### src/rtl/i2cm_pkg.sv
`default_nettype none
package i2cm_pkg;

   localparam int BYTE_W   = 8;
   localparam int BIT_CNT_W = 4;
   localparam int CMD_W    = 3;
   localparam int STATUS_W = 2;
   localparam int CSR_IDX_W = 2;

   localparam logic [BIT_CNT_W-1:0] BITS_PER_BYTE = 4'd8;

   localparam logic [BYTE_W-1:0] STRETCH_LIMIT_RESET = 8'd200;
   localparam logic [BYTE_W-1:0] ACK_HOLD_RESET      = 8'd50;

   typedef enum logic [CMD_W-1:0] {
      CMD_TICK  = 3'd0,
      CMD_START = 3'd1,
      CMD_STOP  = 3'd2,
      CMD_WRITE = 3'd3,
      CMD_READ  = 3'd4
   } cmd_type;

   typedef enum logic [STATUS_W-1:0] {
      ST_OK      = 2'd0,
      ST_NACK    = 2'd1,
      ST_TIMEOUT = 2'd2
   } status_type;

   typedef enum logic [CSR_IDX_W-1:0] {
      CSR_STRETCH_LIMIT = 2'd0,
      CSR_ACK_HOLD      = 2'd1
   } csr_index_type;

   typedef enum logic [4:0] {
      PH_IDLE      = 5'd0,
      PH_S_REL_SDA = 5'd1,
      PH_S_REL_SCL = 5'd2,
      PH_S_WAIT    = 5'd3,
      PH_S_SDA_LOW = 5'd4,
      PH_S_SCL_LOW = 5'd5,
      PH_P_SDA_LOW = 5'd6,
      PH_P_REL_SCL = 5'd7,
      PH_P_WAIT    = 5'd8,
      PH_P_REL_SDA = 5'd9,
      PH_W_DATA    = 5'd10,
      PH_W_REL_SCL = 5'd11,
      PH_W_WAIT    = 5'd12,
      PH_W_SCL_LOW = 5'd13,
      PH_A_REL_SDA = 5'd14,
      PH_A_REL_SCL = 5'd15,
      PH_A_WAIT    = 5'd16,
      PH_A_SAMPLE  = 5'd17,
      PH_R_REL_SDA = 5'd18,
      PH_R_REL_SCL = 5'd19,
      PH_R_WAIT    = 5'd20,
      PH_R_SCL_LOW = 5'd21,
      PH_K_SDA     = 5'd22,
      PH_K_REL_SCL = 5'd23,
      PH_K_WAIT    = 5'd24,
      PH_K_HOLD    = 5'd25,
      PH_K_SCL_LOW = 5'd26
   } phase_type;

   typedef struct packed {
      logic [CMD_W-1:0]  cmd;
      logic [BYTE_W-1:0] wr_byte;
      logic              send_ack;
      logic              scl_in;
      logic              sda_in;
   } req_word_type;

   typedef struct packed {
      logic                scl_drive_low;
      logic                sda_drive_low;
      logic                busy_res;
      logic                done_res;
      logic [STATUS_W-1:0] status;
      logic [BYTE_W-1:0]   rx_byte;
   } rsp_word_type;

   typedef struct packed {
      logic [BYTE_W-1:0] stretch_limit;
      logic [BYTE_W-1:0] ack_hold_ticks;
   } cfg_type;

endpackage
`default_nettype wire

### src/rtl/i2cm_req_if.sv
`default_nettype none
interface i2cm_req_if import i2cm_pkg::*; ();
   logic              valid;
   logic              ready;
   logic [CMD_W-1:0]  cmd;
   logic [BYTE_W-1:0] wr_byte;
   logic              send_ack;
   logic              scl_in;
   logic              sda_in;

   modport source (output valid, cmd, wr_byte, send_ack, scl_in, sda_in, input ready);
   modport sink   (input valid, cmd, wr_byte, send_ack, scl_in, sda_in, output ready);
endinterface
`default_nettype wire

### src/rtl/i2cm_rsp_if.sv
`default_nettype none
interface i2cm_rsp_if import i2cm_pkg::*; ();
   logic                valid;
   logic                ready;
   logic                scl_drive_low;
   logic                sda_drive_low;
   logic                busy_res;
   logic                done_res;
   logic [STATUS_W-1:0] status;
   logic [BYTE_W-1:0]   rx_byte;

   modport source (output valid, scl_drive_low, sda_drive_low, busy_res, done_res, status,
                   rx_byte, input ready);
   modport sink   (input valid, scl_drive_low, sda_drive_low, busy_res, done_res, status,
                   rx_byte, output ready);
endinterface
`default_nettype wire

### src/rtl/i2cm_csr_if.sv
`default_nettype none
interface i2cm_csr_if import i2cm_pkg::*; ();
   logic                 valid;
   logic                 ready;
   logic [CSR_IDX_W-1:0] reg_index;
   logic [BYTE_W-1:0]    wr_data;

   modport source (output valid, reg_index, wr_data, input ready);
   modport sink   (input valid, reg_index, wr_data, output ready);
endinterface
`default_nettype wire

### src/rtl/i2cm_csr.sv
`default_nettype none
module i2cm_csr import i2cm_pkg::*; (
   input  wire logic  clock,
   input  wire logic  reset,
   i2cm_csr_if.sink   csr_ch,
   output cfg_type    cfg
);

   cfg_type cfg_ff;
   cfg_type cfg_in;

   assign csr_ch.ready = 1'b1;
   assign cfg = cfg_ff;

   always_comb begin
      cfg_in = cfg_ff;
      if (csr_ch.valid) begin
         case (csr_ch.reg_index)
            CSR_STRETCH_LIMIT: cfg_in.stretch_limit  = csr_ch.wr_data;
            CSR_ACK_HOLD:      cfg_in.ack_hold_ticks = csr_ch.wr_data;
            default:           cfg_in = cfg_ff;
         endcase
      end
   end

   always_ff @(posedge clock) begin
      if (reset) begin
         cfg_ff.stretch_limit  <= STRETCH_LIMIT_RESET;
         cfg_ff.ack_hold_ticks <= ACK_HOLD_RESET;
      end else begin
         cfg_ff <= cfg_in;
      end
   end

endmodule
`default_nettype wire

### src/rtl/i2cm_core.sv
`default_nettype none
module i2cm_core import i2cm_pkg::*; (
   input  wire logic          clock,
   input  wire logic          reset,
   input  wire logic          step,
   input  wire req_word_type  req_word,
   input  wire cfg_type       cfg,
   output rsp_word_type       rsp_word
);

   phase_type            phase_ff, phase_in;
   logic [BIT_CNT_W-1:0] bit_count_ff, bit_count_in;
   logic [BYTE_W-1:0]    shift_byte_ff, shift_byte_in;
   logic [BYTE_W-1:0]    stretch_count_ff, stretch_count_in;
   logic [BYTE_W-1:0]    hold_count_ff, hold_count_in;
   logic                 read_ack_mode_ff, read_ack_mode_in;
   logic                 scl_low_ff, scl_low_in;
   logic                 sda_low_ff, sda_low_in;
   logic [STATUS_W-1:0]  status_ff, status_in;
   logic [BYTE_W-1:0]    rx_ff, rx_in;
   logic                 is_read_ff, is_read_in;
   logic                 done;

   always_comb begin
      phase_type ph;
      phase_type wait_next;
      logic      wait_phase;

      ph               = phase_ff;
      wait_next        = PH_IDLE;
      wait_phase       = 1'b0;
      phase_in         = phase_ff;
      bit_count_in     = bit_count_ff;
      shift_byte_in    = shift_byte_ff;
      stretch_count_in = stretch_count_ff;
      hold_count_in    = hold_count_ff;
      read_ack_mode_in = read_ack_mode_ff;
      scl_low_in       = scl_low_ff;
      sda_low_in       = sda_low_ff;
      status_in        = status_ff;
      rx_in            = rx_ff;
      is_read_in       = is_read_ff;
      done             = 1'b0;

      if (phase_ff == PH_IDLE) begin
         is_read_in = 1'b0;
         case (req_word.cmd)
            CMD_START: ph = PH_S_REL_SDA;
            CMD_STOP:  ph = PH_P_SDA_LOW;
            CMD_WRITE: begin
               shift_byte_in = req_word.wr_byte;
               bit_count_in  = BITS_PER_BYTE;
               ph            = PH_W_DATA;
            end
            CMD_READ: begin
               shift_byte_in    = '0;
               bit_count_in     = BITS_PER_BYTE;
               read_ack_mode_in = req_word.send_ack;
               is_read_in       = 1'b1;
               ph               = PH_R_REL_SDA;
            end
            default: ph = PH_IDLE;
         endcase
      end
      phase_in = ph;

      case (ph)
         PH_S_REL_SDA: begin
            sda_low_in = 1'b0;
            phase_in   = PH_S_REL_SCL;
         end
         PH_S_REL_SCL: begin
            scl_low_in = 1'b0; stretch_count_in = '0; phase_in = PH_S_WAIT;
         end
         PH_S_WAIT: begin
            wait_phase = 1'b1; wait_next = PH_S_SDA_LOW;
         end
         PH_S_SDA_LOW: begin
            sda_low_in = 1'b1;
            phase_in   = PH_S_SCL_LOW;
         end
         PH_S_SCL_LOW: begin
            scl_low_in = 1'b1; status_in = ST_OK; phase_in = PH_IDLE; done = 1'b1;
         end
         PH_P_SDA_LOW: begin
            sda_low_in = 1'b1;
            phase_in   = PH_P_REL_SCL;
         end
         PH_P_REL_SCL: begin
            scl_low_in = 1'b0; stretch_count_in = '0; phase_in = PH_P_WAIT;
         end
         PH_P_WAIT: begin
            wait_phase = 1'b1; wait_next = PH_P_REL_SDA;
         end
         PH_P_REL_SDA: begin
            sda_low_in = 1'b0; status_in = ST_OK; phase_in = PH_IDLE; done = 1'b1;
         end
         PH_W_DATA: begin
            sda_low_in = ~shift_byte_in[BYTE_W-1];
            phase_in   = PH_W_REL_SCL;
         end
         PH_W_REL_SCL: begin
            scl_low_in = 1'b0; stretch_count_in = '0; phase_in = PH_W_WAIT;
         end
         PH_W_WAIT: begin
            wait_phase = 1'b1; wait_next = PH_W_SCL_LOW;
         end
         PH_W_SCL_LOW: begin
            scl_low_in    = 1'b1;
            shift_byte_in = {shift_byte_ff[BYTE_W-2:0], 1'b0};
            bit_count_in  = bit_count_ff - 4'd1;
            phase_in      = (bit_count_in == '0) ? PH_A_REL_SDA : PH_W_DATA;
         end
         PH_A_REL_SDA: begin
            sda_low_in = 1'b0;
            phase_in   = PH_A_REL_SCL;
         end
         PH_A_REL_SCL: begin
            scl_low_in = 1'b0; stretch_count_in = '0; phase_in = PH_A_WAIT;
         end
         PH_A_WAIT: begin
            wait_phase = 1'b1; wait_next = PH_A_SAMPLE;
         end
         PH_A_SAMPLE: begin
            scl_low_in = 1'b1;
            status_in  = req_word.sda_in ? ST_NACK : ST_OK;
            phase_in   = PH_IDLE;
            done       = 1'b1;
         end
         PH_R_REL_SDA: begin
            sda_low_in = 1'b0;
            phase_in   = PH_R_REL_SCL;
         end
         PH_R_REL_SCL: begin
            scl_low_in = 1'b0; stretch_count_in = '0; phase_in = PH_R_WAIT;
         end
         PH_R_WAIT: begin
            wait_phase = 1'b1; wait_next = PH_R_SCL_LOW;
         end
         PH_R_SCL_LOW: begin
            scl_low_in   = 1'b1;
            bit_count_in = bit_count_ff - 4'd1;
            phase_in     = (bit_count_in == '0) ? PH_K_SDA : PH_R_REL_SCL;
         end
         PH_K_SDA: begin
            sda_low_in = read_ack_mode_ff;
            phase_in   = PH_K_REL_SCL;
         end
         PH_K_REL_SCL: begin
            scl_low_in = 1'b0; stretch_count_in = '0; phase_in = PH_K_WAIT;
         end
         PH_K_WAIT: begin
            wait_phase = 1'b1; wait_next = PH_K_HOLD;
         end
         PH_K_HOLD: begin
            if (hold_count_ff != '1) begin
               hold_count_in = hold_count_ff + 8'd1;
            end
            if (hold_count_in >= cfg.ack_hold_ticks) begin
               phase_in = PH_K_SCL_LOW;
            end
         end
         PH_K_SCL_LOW: begin
            scl_low_in = 1'b1;
            rx_in      = shift_byte_ff;
            status_in  = ST_OK;
            phase_in   = PH_IDLE;
            done       = 1'b1;
         end
         default: phase_in = PH_IDLE;
      endcase

      // clock stretch wait, shared by all wait phases
      if (wait_phase) begin
         if (req_word.scl_in) begin
            phase_in = wait_next;
            if (ph == PH_R_WAIT) begin
               shift_byte_in = {shift_byte_ff[BYTE_W-2:0], req_word.sda_in};
            end
            if (ph == PH_K_WAIT) begin
               hold_count_in = '0;
            end
         end else if (stretch_count_ff >= cfg.stretch_limit) begin
            scl_low_in = 1'b0;
            sda_low_in = 1'b0;
            status_in  = ST_TIMEOUT;
            if (is_read_in) begin
               rx_in = '0;
            end
            phase_in = PH_IDLE;
            done     = 1'b1;
         end else begin
            stretch_count_in = stretch_count_ff + 8'd1;
         end
      end
   end

   always_comb begin
      rsp_word.scl_drive_low = scl_low_in;
      rsp_word.sda_drive_low = sda_low_in;
      rsp_word.busy_res      = (phase_in != PH_IDLE);
      rsp_word.done_res      = done;
      rsp_word.status        = status_in;
      rsp_word.rx_byte       = rx_in;
   end

   always_ff @(posedge clock) begin
      if (reset) begin
         phase_ff         <= PH_IDLE;
         bit_count_ff     <= '0;
         shift_byte_ff    <= '0;
         stretch_count_ff <= '0;
         hold_count_ff    <= '0;
         read_ack_mode_ff <= 1'b0;
         scl_low_ff       <= 1'b0;
         sda_low_ff       <= 1'b0;
         status_ff        <= ST_OK;
         rx_ff            <= '0;
         is_read_ff       <= 1'b0;
      end else if (step) begin
         phase_ff         <= phase_in;
         bit_count_ff     <= bit_count_in;
         shift_byte_ff    <= shift_byte_in;
         stretch_count_ff <= stretch_count_in;
         hold_count_ff    <= hold_count_in;
         read_ack_mode_ff <= read_ack_mode_in;
         scl_low_ff       <= scl_low_in;
         sda_low_ff       <= sda_low_in;
         status_ff        <= status_in;
         rx_ff            <= rx_in;
         is_read_ff       <= is_read_in;
      end
   end

   a_done_not_busy: assert property (@(posedge clock) disable iff (reset)
      step && done |-> !rsp_word.busy_res)
      else $error("done with busy still set");

   a_done_from_active: assert property (@(posedge clock) disable iff (reset)
      step && done |-> phase_ff != PH_IDLE)
      else $error("command finished on the tick it was issued");

   a_idle_after_done: assert property (@(posedge clock) disable iff (reset)
      step && done |=> phase_ff == PH_IDLE)
      else $error("engine not idle after done");

   a_bit_count_range: assert property (@(posedge clock) disable iff (reset)
      bit_count_ff <= BITS_PER_BYTE)
      else $error("bit counter out of range");

endmodule
`default_nettype wire

### src/rtl/i2c_master_byte_engine.sv
// channel  | dir | fields
// req_ch   | in  | cmd, wr_byte, send_ack, scl_in, sda_in
// rsp_ch   | out | scl_drive_low, sda_drive_low, busy_res, done_res, status, rx_byte
// csr_ch   | in  | reg_index (0 stretch_limit, 1 ack_hold_ticks), wr_data
//
// One word per clock unless rsp_ch stalls; each accepted word yields one result word.
// The line state machine steps once as a word moves from the input register
// to the output register; that single step sets the rate.
// Synchronous active-high reset: engine idle, both lines released, limits 200 / 50.
// A stall on rsp_ch holds the output register and backs up into the input register.
`default_nettype none
module i2c_master_byte_engine import i2cm_pkg::*; (
   input  wire logic  clock,
   input  wire logic  reset,
   i2cm_req_if.sink   req_ch,
   i2cm_rsp_if.source rsp_ch,
   i2cm_csr_if.sink   csr_ch
);

   cfg_type      cfg;
   req_word_type req_word;
   rsp_word_type step_word;

   logic         in_valid_ff, in_valid_in;
   req_word_type in_word_ff;
   logic         rsp_valid_ff, rsp_valid_in;
   rsp_word_type rsp_word_ff;
   logic         step;
   logic         take;

   i2cm_csr u_csr (
      .clock  (clock),
      .reset  (reset),
      .csr_ch (csr_ch),
      .cfg    (cfg)
   );

   i2cm_core u_core (
      .clock    (clock),
      .reset    (reset),
      .step     (step),
      .req_word (in_word_ff),
      .cfg      (cfg),
      .rsp_word (step_word)
   );

   always_comb begin
      req_word.cmd      = req_ch.cmd;
      req_word.wr_byte  = req_ch.wr_byte;
      req_word.send_ack = req_ch.send_ack;
      req_word.scl_in   = req_ch.scl_in;
      req_word.sda_in   = req_ch.sda_in;
   end

   assign step         = in_valid_ff && (!rsp_valid_ff || rsp_ch.ready);
   assign req_ch.ready = !in_valid_ff || step;
   assign take         = req_ch.valid && req_ch.ready;
   assign in_valid_in  = take || (in_valid_ff && !step);
   assign rsp_valid_in = step || (rsp_valid_ff && !rsp_ch.ready);

   always_ff @(posedge clock) begin
      if (reset) begin
         in_valid_ff  <= 1'b0;
         rsp_valid_ff <= 1'b0;
      end else begin
         in_valid_ff  <= in_valid_in;
         rsp_valid_ff <= rsp_valid_in;
      end
   end

   always_ff @(posedge clock) begin
      if (take) begin
         in_word_ff <= req_word;
      end
      if (step) begin
         rsp_word_ff <= step_word;
      end
   end

   assign rsp_ch.valid         = rsp_valid_ff;
   assign rsp_ch.scl_drive_low = rsp_word_ff.scl_drive_low;
   assign rsp_ch.sda_drive_low = rsp_word_ff.sda_drive_low;
   assign rsp_ch.busy_res      = rsp_word_ff.busy_res;
   assign rsp_ch.done_res      = rsp_word_ff.done_res;
   assign rsp_ch.status        = rsp_word_ff.status;
   assign rsp_ch.rx_byte       = rsp_word_ff.rx_byte;

endmodule
`default_nettype wire

### src/flat_wrapper.sv
// flat-port wrapper written by rule: the top's interface ports become plain ports
module i2c_master_byte_engine_flat import i2cm_pkg::*;
  (clock, reset, req_ch_valid, req_ch_cmd, req_ch_wr_byte, req_ch_send_ack, req_ch_scl_in, req_ch_sda_in, req_ch_ready, rsp_ch_valid, rsp_ch_scl_drive_low, rsp_ch_sda_drive_low, rsp_ch_busy_res, rsp_ch_done_res, rsp_ch_status, rsp_ch_rx_byte, rsp_ch_ready, csr_ch_valid, csr_ch_reg_index, csr_ch_wr_data, csr_ch_ready);
  i2cm_req_if req_ch_i ();
  i2cm_rsp_if rsp_ch_i ();
  i2cm_csr_if csr_ch_i ();
  input  wire logic clock;
  input  wire logic reset;
  input wire logic [$bits(req_ch_i.valid)-1:0] req_ch_valid;
  input wire logic [$bits(req_ch_i.cmd)-1:0] req_ch_cmd;
  input wire logic [$bits(req_ch_i.wr_byte)-1:0] req_ch_wr_byte;
  input wire logic [$bits(req_ch_i.send_ack)-1:0] req_ch_send_ack;
  input wire logic [$bits(req_ch_i.scl_in)-1:0] req_ch_scl_in;
  input wire logic [$bits(req_ch_i.sda_in)-1:0] req_ch_sda_in;
  output wire logic [$bits(req_ch_i.ready)-1:0] req_ch_ready;
  output wire logic [$bits(rsp_ch_i.valid)-1:0] rsp_ch_valid;
  output wire logic [$bits(rsp_ch_i.scl_drive_low)-1:0] rsp_ch_scl_drive_low;
  output wire logic [$bits(rsp_ch_i.sda_drive_low)-1:0] rsp_ch_sda_drive_low;
  output wire logic [$bits(rsp_ch_i.busy_res)-1:0] rsp_ch_busy_res;
  output wire logic [$bits(rsp_ch_i.done_res)-1:0] rsp_ch_done_res;
  output wire logic [$bits(rsp_ch_i.status)-1:0] rsp_ch_status;
  output wire logic [$bits(rsp_ch_i.rx_byte)-1:0] rsp_ch_rx_byte;
  input wire logic [$bits(rsp_ch_i.ready)-1:0] rsp_ch_ready;
  input wire logic [$bits(csr_ch_i.valid)-1:0] csr_ch_valid;
  input wire logic [$bits(csr_ch_i.reg_index)-1:0] csr_ch_reg_index;
  input wire logic [$bits(csr_ch_i.wr_data)-1:0] csr_ch_wr_data;
  output wire logic [$bits(csr_ch_i.ready)-1:0] csr_ch_ready;
  assign req_ch_i.valid = req_ch_valid;
  assign req_ch_i.cmd = req_ch_cmd;
  assign req_ch_i.wr_byte = req_ch_wr_byte;
  assign req_ch_i.send_ack = req_ch_send_ack;
  assign req_ch_i.scl_in = req_ch_scl_in;
  assign req_ch_i.sda_in = req_ch_sda_in;
  assign req_ch_ready = req_ch_i.ready;
  assign rsp_ch_valid = rsp_ch_i.valid;
  assign rsp_ch_scl_drive_low = rsp_ch_i.scl_drive_low;
  assign rsp_ch_sda_drive_low = rsp_ch_i.sda_drive_low;
  assign rsp_ch_busy_res = rsp_ch_i.busy_res;
  assign rsp_ch_done_res = rsp_ch_i.done_res;
  assign rsp_ch_status = rsp_ch_i.status;
  assign rsp_ch_rx_byte = rsp_ch_i.rx_byte;
  assign rsp_ch_i.ready = rsp_ch_ready;
  assign csr_ch_i.valid = csr_ch_valid;
  assign csr_ch_i.reg_index = csr_ch_reg_index;
  assign csr_ch_i.wr_data = csr_ch_wr_data;
  assign csr_ch_ready = csr_ch_i.ready;
  i2c_master_byte_engine u_core (.clock(clock), .reset(reset), .req_ch(req_ch_i), .rsp_ch(rsp_ch_i), .csr_ch(csr_ch_i));
endmodule
### config.mk
export PLATFORM = sky130hd
export DESIGN_NAME = i2c_master_byte_engine_flat
export DESIGN_NICKNAME = d
export VERILOG_FILES = /design/src/rtl/i2cm_pkg.sv /design/src/rtl/i2cm_req_if.sv /design/src/rtl/i2cm_rsp_if.sv /design/src/rtl/i2cm_csr_if.sv /design/src/rtl/i2cm_csr.sv /design/src/rtl/i2cm_core.sv /design/src/rtl/i2c_master_byte_engine.sv /design/src/flat_wrapper.sv
export SDC_FILE = /design/constraint.sdc
export NUM_CORES = 1
export LEC_CHECK = 0
export ABC_AREA = 1
export BUFFER_PORTS_ARGS = -buffer_cell sky130_fd_sc_hd__buf_2
export CORE_MARGIN = 5
export CORE_UTILIZATION = 40
export DETAILED_ROUTE_END_ITERATION = 16
export GPL_TIMING_DRIVEN = 0
export PLACE_DENSITY = 0.6
export SYNTH_ARGS = -nofsm -noshare
export SYNTH_HDL_FRONTEND = slang
export SYNTH_SLANG_ARGS = --single-unit
export TNS_END_PERCENT = 1
### constraint.sdc
create_clock -name clock -period 3 [get_ports clock]
set_input_delay 0.6 -clock clock [delete_from_list [all_inputs] [get_ports clock]]
set_output_delay 0.6 -clock clock [all_outputs]
set_load 0.05 [all_outputs]
# ---- Word level (Yosys, flattened, before mapping)
# Index checks and enable logic that the tools add are counted.
# W data, S select, Z words.
dict set report totals {
  in_bits 29
  latchBits 0
  word_cells 149
  mem_count 0
  rom_bits 0
  out_inout_bits 17
  register_bits 93
  mem_bits_rw 0
}
dict set report op_classes {
  n_lt_le_gt_ge 2
  n_eq_ne 32
  n_mul 0
  div 0
  shift 0
  mux 54
  addsub 3
  bitwise 1
  reduce_logical 31
}
# cell count
set op_table {}
lappend op_table {{$mux W8} 20}
lappend op_table {{$pmux W5 S17} 1}
lappend op_table {{$eq A5 B5 Y1 const B} 11}
lappend op_table {{$eq A5 B4 Y1 const B} 8}
lappend op_table {{$pmux W5 S6} 1}
lappend op_table {{$mux W5} 5}
lappend op_table {{$eq A5 B3 Y1 const B} 4}
lappend op_table {{$pmux W5 S4} 1}
lappend op_table {{$add A8 B1 Y8 const B} 2}
lappend op_table {{$ge A8 B8 Y1} 2}
lappend op_table {{$pmux W8 S2} 1}
lappend op_table {{$mux W1} 14}
lappend op_table {{$mux W4} 3}
lappend op_table {{$reduce_or A6 Y1} 2}
lappend op_table {{$eq A5 B2 Y1 const B} 2}
lappend op_table {{$ne A8 B8 Y1 const B} 1}
lappend op_table {{$reduce_or A4 Y1} 2}
lappend op_table {{$eq A3 B2 Y1 const B} 2}
lappend op_table {{$mux W2} 3}
lappend op_table {{$mux W3} 2}
lappend op_table {{$reduce_and A3 Y1} 2}
lappend op_table {{$reduce_or A2 Y1} 3}
lappend op_table {{$eq A5 B1 Y1 const B} 1}
lappend op_table {{$logic_not A5 Y1} 1}
lappend op_table {{other kinds (18)} 29}

# ---- Depth between registers and ports, before layout
# Gate-level depths: netlist of run 1.
dict set report depth {
  ltp_word 12
  mapped_depth 28
  mapped_depth_nobuf 28
}

# ---- Hierarchy
# From an unflattened synthesis of run 1, not the netlist that was laid out.
dict set report hier_totals {
  hier_cells 785
  area_unflattened_um2 5560.3
}
# mod cells_each seq_area_each_um2 area_per_inst_um2 n_inst
set modules_own_cells {}
lappend modules_own_cells {i2cm_core 649 940.9 3946.3 1}
lappend modules_own_cells {i2c_master_byte_engine 40 880.8 932.1 1}
lappend modules_own_cells {i2cm_csr 96 320.3 681.9 1}

# ---- Least setup slack after synthesis of run 1
# No wires, ideal clock.
dict set report synth_timing {
  path_kind {register to register}
  from {reg u_core.u_core.hold_count_ff[0]}
  to {reg u_core.rsp_word_ff (netlist bit u_core.rsp_ch.busy_res) (data pin)}
  required_time_ns 2.746
  setup_slack_ns 0.325
  t_arrival_ns 2.421
  setup_ns 0.254
  stages_incl_launch_ff 25
  path_buffers 0
  synth_period_minus_slack_ns 2.675
  cell_sequence {dfxtp_1 ha_1 nand2_1 inv_1 nand4_1 nor2_1 nand2_1 inv_1 nor3_1 a21oi_1 ha_1 nand2_1 inv_1 nand2_1 nand2_1 nand2_1 nand3_1 nand3_1 o21ai_0 nor2_1 nand3b_1 nand2_1 nand2_1 nor2_1 nand2_1}
}
# element line_no
set synth_lines {}
lappend synth_lines {{start: declaration} i2cm_core.sv:15} ;# logic [BYTE_W-1:0] hold_count_ff, hold_count_in;
lappend synth_lines {{start signal: assignment} i2cm_core.sv:225} ;# hold_count_ff <= hold_count_in;
lappend synth_lines {{end signal: assignment} i2c_master_byte_engine.sv:76} ;# rsp_word_ff <= step_word;
lappend synth_lines {{end: declaration} i2c_master_byte_engine.sv:27} ;# rsp_word_type rsp_word_ff;

==> results.md, run 1 <==
* Outcome: finished with violations
* Failing checks: negative setup slack
* Critical path class: reg2reg
* Worst slew pin tran at 1300 ps
* CP max stage cell: dfxtp_4
* Total number of vias at 4870
* Fin crit period at 3060 ps
* Worst setup EP type: register
* Commonest non-fill, non-tap cell in the layout: nand2_1
* Sequential share of power at a little under half
* Final slew viol count at 0
* Combinational fraction of design power at 21.8%
* Gr usage total at 18.0%
* Final nets at 830
* Setup ws final at -60.2 ps
* Mapped Avg Cell Area at roughly 7.3 um2
* Leak pwr at ~0.0028 uW
* Clk network pwr share at around 33%
* Fmax at ~0.33 GHz
* Antenna viol nets, final at 0
* Hold path start: req_ch_wr_byte[3]
* Worst slew margin at a little over an eighth
* Flops & latches, synth at 93
* Unrepaired setup endpoints after global routing: yes
* Residual DRC at 0
* WL final at between 10 and 15 mm
* Reg2Reg Depth at 25
* Crit-path max cell delay at between 300 and 400 ps
* Core Area at 12700 um2
* Synth cell types at 38
* Num rows at just over 40
* Root Buffer: clkbuf_16
* CP Max Fanout at 5
* Critical path launch point type: register
* PortBufs at 43
* Hold Path Stages at 1
* Net load switching power at just under 1000 uW
* Max VDD drop at between 0.0003 and 0.0004 V
* GP Congestion at about 0.92
* Initial antenna violation count at 0
* Cells after Synth at ~710
* First-pass GRT wire length at approximately 23 mm
* Worst-Skew Late Latency at 340 ps
* Layout overhead on the synthesized area at 17.3%
* R2r setup slk at -60 ps
* Synth Cell Area at 5220 um2
* Most frequent cells in the layout: nand2_1 (147), o21ai_0 (81), inv_1 (80)
* Cts hold-fix bufs at 0
* Final hold violations at 0
* Placed cells at 928
* Pre-antenna DRT Iters at 5
* Internal power at between 2000 and 2500 uW
* Critical R2R Launch: u_core.u_core.hold_count_ff[0]$_SDFFE_PP0P_
* HP Class: in2reg
* DIE AREA at 15400 um2
* Via/cell ratio at a little over 5
* R2R Path End: u_core.rsp_ch.busy_res$_DFFE_PP_
* Tcrit/Tclk final at 102%
* Num CTS Buffers at 9
* Min Hold Slack at ~430 ps
* Max cap viols at 0
* Power Density at between 500 and 600 nW/um2
* Clock sink total at 93
* Max Buffers Root-to-Sink at 2
* Worst Path Required at around 3000 ps
* Post-DP HPWL at 10.6 mm
* Syn nets at around 760
* Clock transition at path regs at 70 ps
* Ant. Diodes at 0
* Sw Ratio at 31.0%
* CTS tree: yes
* Clock Skews at 10.9 ps
* Worst hold endpoint: u_core.in_word_ff[6]$_DFFE_PP_
* # setup viols final at 1
* Worst Path Arrival at about 3100 ps
* Seq/Total Area, Yosys at around two fifths
* Most used cell, CP: nand2_1
* DRT iter0 DRCs at approximately 330
* Initial Utilization at between 40% and 50%
* Largest net degree at the start of global routing at 24
* # H-tree levels at 3
* Die W at ~120 um
* Share of cells above drive strength 1 at between 10% and 20%
* Yosys warning total at 0
* Vias in the first global route at roughly 4600
* Ports at 46
* Drt wl/cell at 14.6 um
* Finished Layout Cells at 958
* Global route overflow at 0
* Die height at 124 um
* DP Worst Slack at -442 ps
-- worst max-delay path: cells and delay by family (launching register included) --
kind	cells	cell delay, ps
AND/OR/NAND/NOR	18	1580
flip-flops	1	370
XOR/XNOR	1	80
buffers and inverters	4	320
adder cells (fa/ha/maj)	2	420
-- metal layers --
metal  share of wire (%)  track usage [%]  vias up
li1                    -                -     2504
met1                  48             25.1     2221
met2                  45             28.7      128
met3                 5.2             2.74       17
met4                 1.4             5.48        0
met5                   0                0        -
-- through the flow --
stage               setup TNS (ps)  utilization, %  cell area [um2]  power (uW)
floorplan                        0               -             5220        1900
global placement              -587            44.4             5650        2070
detailed placement            -942            44.4             5650        2080
CTS                          -29.5            47.8             6080        3130
global route                  -360            48.2             6130        3280
finish                       -60.2            48.2             6130        3120
-- sequential cells by signal, indices dropped and copies added, names as in the netlist, 2 cells and up --
name / count
u_core.u_csr.cfg: 16
u_core.in_word_ff: 14
u_core.rsp_ch.rx_byte: 8
u_core.u_core.hold_count_ff: 8
u_core.u_core.rx_ff: 8
u_core.u_core.shift_byte_ff: 8
u_core.u_core.stretch_count_ff: 8
u_core.u_core.phase_ff: 5
u_core.u_core.bit_count_ff: 4
u_core.rsp_ch.status: 2
u_core.u_core.status_ff: 2
-- Yosys cell counts --
| cell | number | share of area, % |
|---|---|---|
| a211oi_1 | 2 | 0.29 |
| a21o_1 | 1 | 0.14 |
| a21oi_1 | 70 | 6.7 |
| a221oi_1 | 1 | 0.17 |
| and3_1 | 1 | 0.12 |
| buf_1 | 1 | 0.072 |
| buf_2 | 4 | 0.38 |
| buf_4 | 1 | 0.14 |
| clkbuf_1 | 16 | 1.2 |
| conb_1 | 1 | 0.072 |
| dfxtp_1 | 65 | 25 |
| edfxtp_1 | 28 | 16 |
| ha_1 | 20 | 4.8 |
| inv_1 | 83 | 6.0 |
| inv_2 | 5 | 0.36 |
| mux2_2 | 3 | 0.65 |
| nand2_1 | 151 | 11 |
| nand2_2 | 7 | 0.84 |
| nand2_4 | 1 | 0.22 |
| nand3_1 | 44 | 4.2 |
| nand3_2 | 2 | 0.38 |
| nand3_4 | 2 | 0.67 |
| nand3b_1 | 4 | 0.58 |
| nand4_1 | 7 | 0.84 |
| nor2_1 | 61 | 4.4 |
| nor2_2 | 11 | 1.3 |
| nor2_4 | 2 | 0.43 |
| nor3_1 | 4 | 0.38 |
| nor3b_1 | 1 | 0.14 |
| o211ai_1 | 11 | 1.6 |
| o21ai_0 | 82 | 7.9 |
| o21ai_1 | 3 | 0.29 |
| o21ai_2 | 1 | 0.17 |
| o21bai_2 | 1 | 0.22 |
| o21bai_4 | 1 | 0.36 |
| or2_0 | 6 | 0.72 |
| xnor2_1 | 4 | 0.67 |
| xor2_1 | 5 | 0.84 |
-- final cells by class --
type | instances | area, um2
Fill cell | 1293 | 6600
Multi-Input combinational cell | 510 | 2760
Sequential cell | 93 | 2150
Inverter | 88 | 333
Timing Repair Buffer | 57 | 324
Clock buffer | 11 | 233
Tap cell | 172 | 215
Buffer | 22 | 91.3
Clock inverter | 5 | 27.5
-- cells by family (layout without fill, tap and decap cells) --
logic type,after synthesis,after routing,share of synthesized area (%)
compound gates,173,173,17.8
mux,3,3,0.647
flops,93,93,41.0
other cells,1,1,0.0718
fa+ha+maj,20,20,4.79
xor+xnor,9,9,1.51
buf+inv,110,183,8.08
simple gates,304,304,26.1
-- worst max path at each step --
stage                                                     start                               end  slack [ps]  cells past startpoint
CTS                 u_core.u_core.hold_count_ff[1]$_SDFFE_PP0P_  u_core.rsp_ch.busy_res$_DFFE_PP_         -30                     25
global placement    u_core.u_core.hold_count_ff[0]$_SDFFE_PP0P_  u_core.rsp_ch.busy_res$_DFFE_PP_        -370                     24
global route        u_core.u_core.hold_count_ff[0]$_SDFFE_PP0P_  u_core.rsp_ch.busy_res$_DFFE_PP_        -220                     25
finish              u_core.u_core.hold_count_ff[0]$_SDFFE_PP0P_  u_core.rsp_ch.busy_res$_DFFE_PP_         -60                     25
floorplan           u_core.u_core.hold_count_ff[0]$_SDFFE_PP0P_  u_core.rsp_ch.busy_res$_DFFE_PP_         330                     24
detailed placement  u_core.u_core.hold_count_ff[0]$_SDFFE_PP0P_  u_core.rsp_ch.busy_res$_DFFE_PP_        -440                     22
-- power by group through the flow --
| stage | clock network, uW | registers [uW] | logic, uW |
|---|---|---|---|
| floorplan | 0 | 1480 | 419 |
| global placement | 0 | 1440 | 621 |
| detailed placement | 0 | 1450 | 628 |
| CTS | 1040 | 1420 | 664 |
| global route | 1100 | 1430 | 756 |
| finish | 1020 | 1420 | 679 |
-- repair_timing --
action / 4_1_cts / 5_1_grt
gates resized for setup: 23 / 8
pin swaps: 14 / 13
endpoints found under the setup margin: 4 / 4
setup buffers: 12 / 2
No activity file was read; power rests on OpenSTA's default activity.
==> run 2: changes to the inputs <==
--- a/config.mk
+++ b/config.mk
@@ -7,11 +7,12 @@
 export LEC_CHECK = 0
 export ABC_AREA = 1
 export BUFFER_PORTS_ARGS = -buffer_cell sky130_fd_sc_hd__buf_2
-export CORE_MARGIN = 5
+export CORE_MARGIN = 4
 export CORE_UTILIZATION = 40
 export DETAILED_ROUTE_END_ITERATION = 16
 export GPL_TIMING_DRIVEN = 0
 export PLACE_DENSITY = 0.6
+export SKIP_LAST_GASP = 1
 export SYNTH_ARGS = -nofsm -noshare
 export SYNTH_HDL_FRONTEND = slang
 export SYNTH_SLANG_ARGS = --single-unit
==> results.md, run 2 (synthesized netlist as in run 1, its figures left out) <==
* Placed cells at 928 (unchanged)
* FILL cells at 1269 (-1.9%)
* Final hold violations at 0 (unchanged)
* Worst-Skew Late Latency at 340 ps (about the same)
* Root Buffer: clkbuf_16
* PortBufs at 43 (unchanged)
* Post-DP HPWL at 10.5 mm (-0.70%)
* # setup viols final at 0 (-1)
* Die height at 122 um (-1.6%)
* Gr usage total at 19.4% (+1.4 points)
* Clock Skews at 4.48 ps (-6.46 ps)
* Antenna viol nets, final at 0 (unchanged)
* Largest net degree at the start of global routing at 24 (unchanged)
* Max cap viols at 0 (unchanged)
* DRT iter0 DRCs at 443 (+36%)
* Ports at 46 (unchanged)
* Clock transition at path regs at 60 ps (about the same)
* Num CTS Buffers at 9 (unchanged)
* Unrepaired setup endpoints after global routing: yes
* Finished Layout Cells at 956 (-0.21%)
* Final slew viol count at 0 (unchanged)
* Initial antenna violation count at 0 (unchanged)
* WL final at 13.9 mm (-0.36%)
* Worst slew pin tran at 1170 ps (-126 ps)
* Ant. Diodes at 0 (unchanged)
* Power Density at 522 nW/um2 (+2.5%)
* R2r setup slk at 20 ps (+80 ps)
* Final nets at 828 (-0.24%)
* Outcome: complete, no violations
* Fmax at 0.336 GHz (+2.7%)
* Pre-antenna DRT Iters at 6 (+1)
* Total number of vias at 4902 (+0.66%)
* Worst Path Arrival at 3080 ps (-50 ps)
* Die W at 122 um (-1.6%)
* Residual DRC at 0 (unchanged)
* Min Hold Slack at 431 ps (-1.36 ps)
* Max reg flops at 16 (unchanged)
* Drt wl/cell at 14.5 um (-0.15%)
* Vias in the first global route at 4603 (+0.74%)
* CTS tree: yes
* Critical path class: reg2reg
* Clock sink total at 93 (unchanged)
* Tcrit/Tclk final at 99.3% (-2.7 points)
* Layout Utilization at 48.4% (+0.28 points)
* First-pass GRT wire length at 22.8 mm (unchanged)
* HP Class: in2reg
* Max VDD drop at 0.000428 V (+33%)
* Via/cell ratio at 5.13 (+0.87%)
* # H-tree levels at 3 (unchanged)
* Global route overflow at 0 (unchanged)
* Commonest non-fill, non-tap cell in the layout: nand2_1
* Worst setup EP type: register
* Layout overhead on the synthesized area at 18.0%
* Cts hold-fix bufs at 0 (unchanged)
* Reg2Reg Depth at 24 (-4.0%)
* Max Buffers Root-to-Sink at 2 (unchanged)
* Most frequent cells in the layout: nand2_1 (143), o21ai_0 (80), inv_1 (80)
* Num rows at 41 (unchanged)
* Leak pwr at 0.00279 uW (+0.34%)
* Core Area at 12700 um2 (unchanged)
* Hold Path Stages at 1 (unchanged)
* Initial Utilization at 41.0% (unchanged)
* Worst slew margin at 21.9% (+8.4 points)
* Share of cells above drive strength 1 at 17.9% (+0.68 points)
* GP Congestion at 0.946 (+3.1%)
* Critical path launch point type: register
* Worst Path Required at 3100 ps (+30 ps)
* Fin crit period at 2980 ps (-81.6 ps)
* CP Max Fanout at 7 (+2)
* Setup_tns at 0 ps (+60.2 ps)
* DIE AREA at 14900 um2 (-3.2%)
==> run 2: changes by cell type in the layout (fill, tap and decap cells not counted), sizes merged <==
cell	change
buf	-2
clkbuf	-2
clkinvlp	+2
bufinv	+1
clkinv	-1
==> run 2: final timing paths <==
path                                           end                                        start
hold / removal      u_core.in_word_ff[4]$_DFFE_PP_                            req_ch_wr_byte[1]
setup / recovery  u_core.rsp_ch.busy_res$_DFFE_PP_  u_core.u_core.hold_count_ff[1]$_SDFFE_PP0P_
hold reg to reg   u_core.u_csr.cfg[7]$_SDFFE_PP0P_             u_core.u_csr.cfg[7]$_SDFFE_PP0P_
setup reg to reg  u_core.rsp_ch.busy_res$_DFFE_PP_  u_core.u_core.hold_count_ff[1]$_SDFFE_PP0P_
==> run 2: critical path, cell delays in order (launching register included) <==
cell and delay (ps):
dfxtp_2 360, ha_4 150, nand2_2 50, inv_2 60
nand4_1 130, nor2_2 190, nand2_4 120, nand3_4 110
xnor2_2 80, ha_1 300, nand2_2 70, nor2_4 120
nand4_1 140, nand3_4 150, inv_2 40, nand3_2 60
nand2_1 50, inv_1 60, nand2_2 70, nand3_2 70
nand2_1 50, nand2_1 70, nand2_1 70, nor2_2 120
nand2_1 60
==> run 2: stage by stage <==
step | setup slack (ps) | cell area [um2] | total power [uW]
5_1_grt | -201 | 6160 | 3390
2_1_floorplan | 325 | 5220 | 1900
3_5_place_dp | -399 | 5650 | 2080
6_report | 21.4 | 6160 | 3220
4_1_cts | 13.7 | 6030 | 3210
3_3_place_gp | -374 | 5650 | 2070
==> run 2: layout make-up <==
type | instances | area, um2 | area share, %
plain buffers | 22 | 91.3 | 1.48
clock inverters | 7 | 66.3 | 1.08
clock buffers | 9 | 225 | 3.65
multi-input cells | 510 | 2780 | 45.1
flip-flops and latches | 93 | 2140 | 34.8
inverters | 88 | 333 | 5.40
repair buffers | 55 | 305 | 4.95
well taps | 172 | 215 | 3.49
==> run 2: timing repair <==
item,in CTS,in global routing
setup endpoints to repair,4,4
gates resized for setup,13,25
buffers inserted,8,4
pin swaps,8,21
==> run 2: power by group <==
part / switching (uW) / leakage [uW] / internal (uW)
Sequential: 47.0 / 0.000803 / 1380
Clock: 478 / 0.000136 / 640
Combinational: 465 / 0.00185 / 212
==> run 2: layer usage <==
layer / wire [um] / track usage [%]
met5: 0 / 0
met2: 6090 / 30.0
met4: 332 / 7.14
met1: 6610 / 26.9
met3: 865 / 4.06
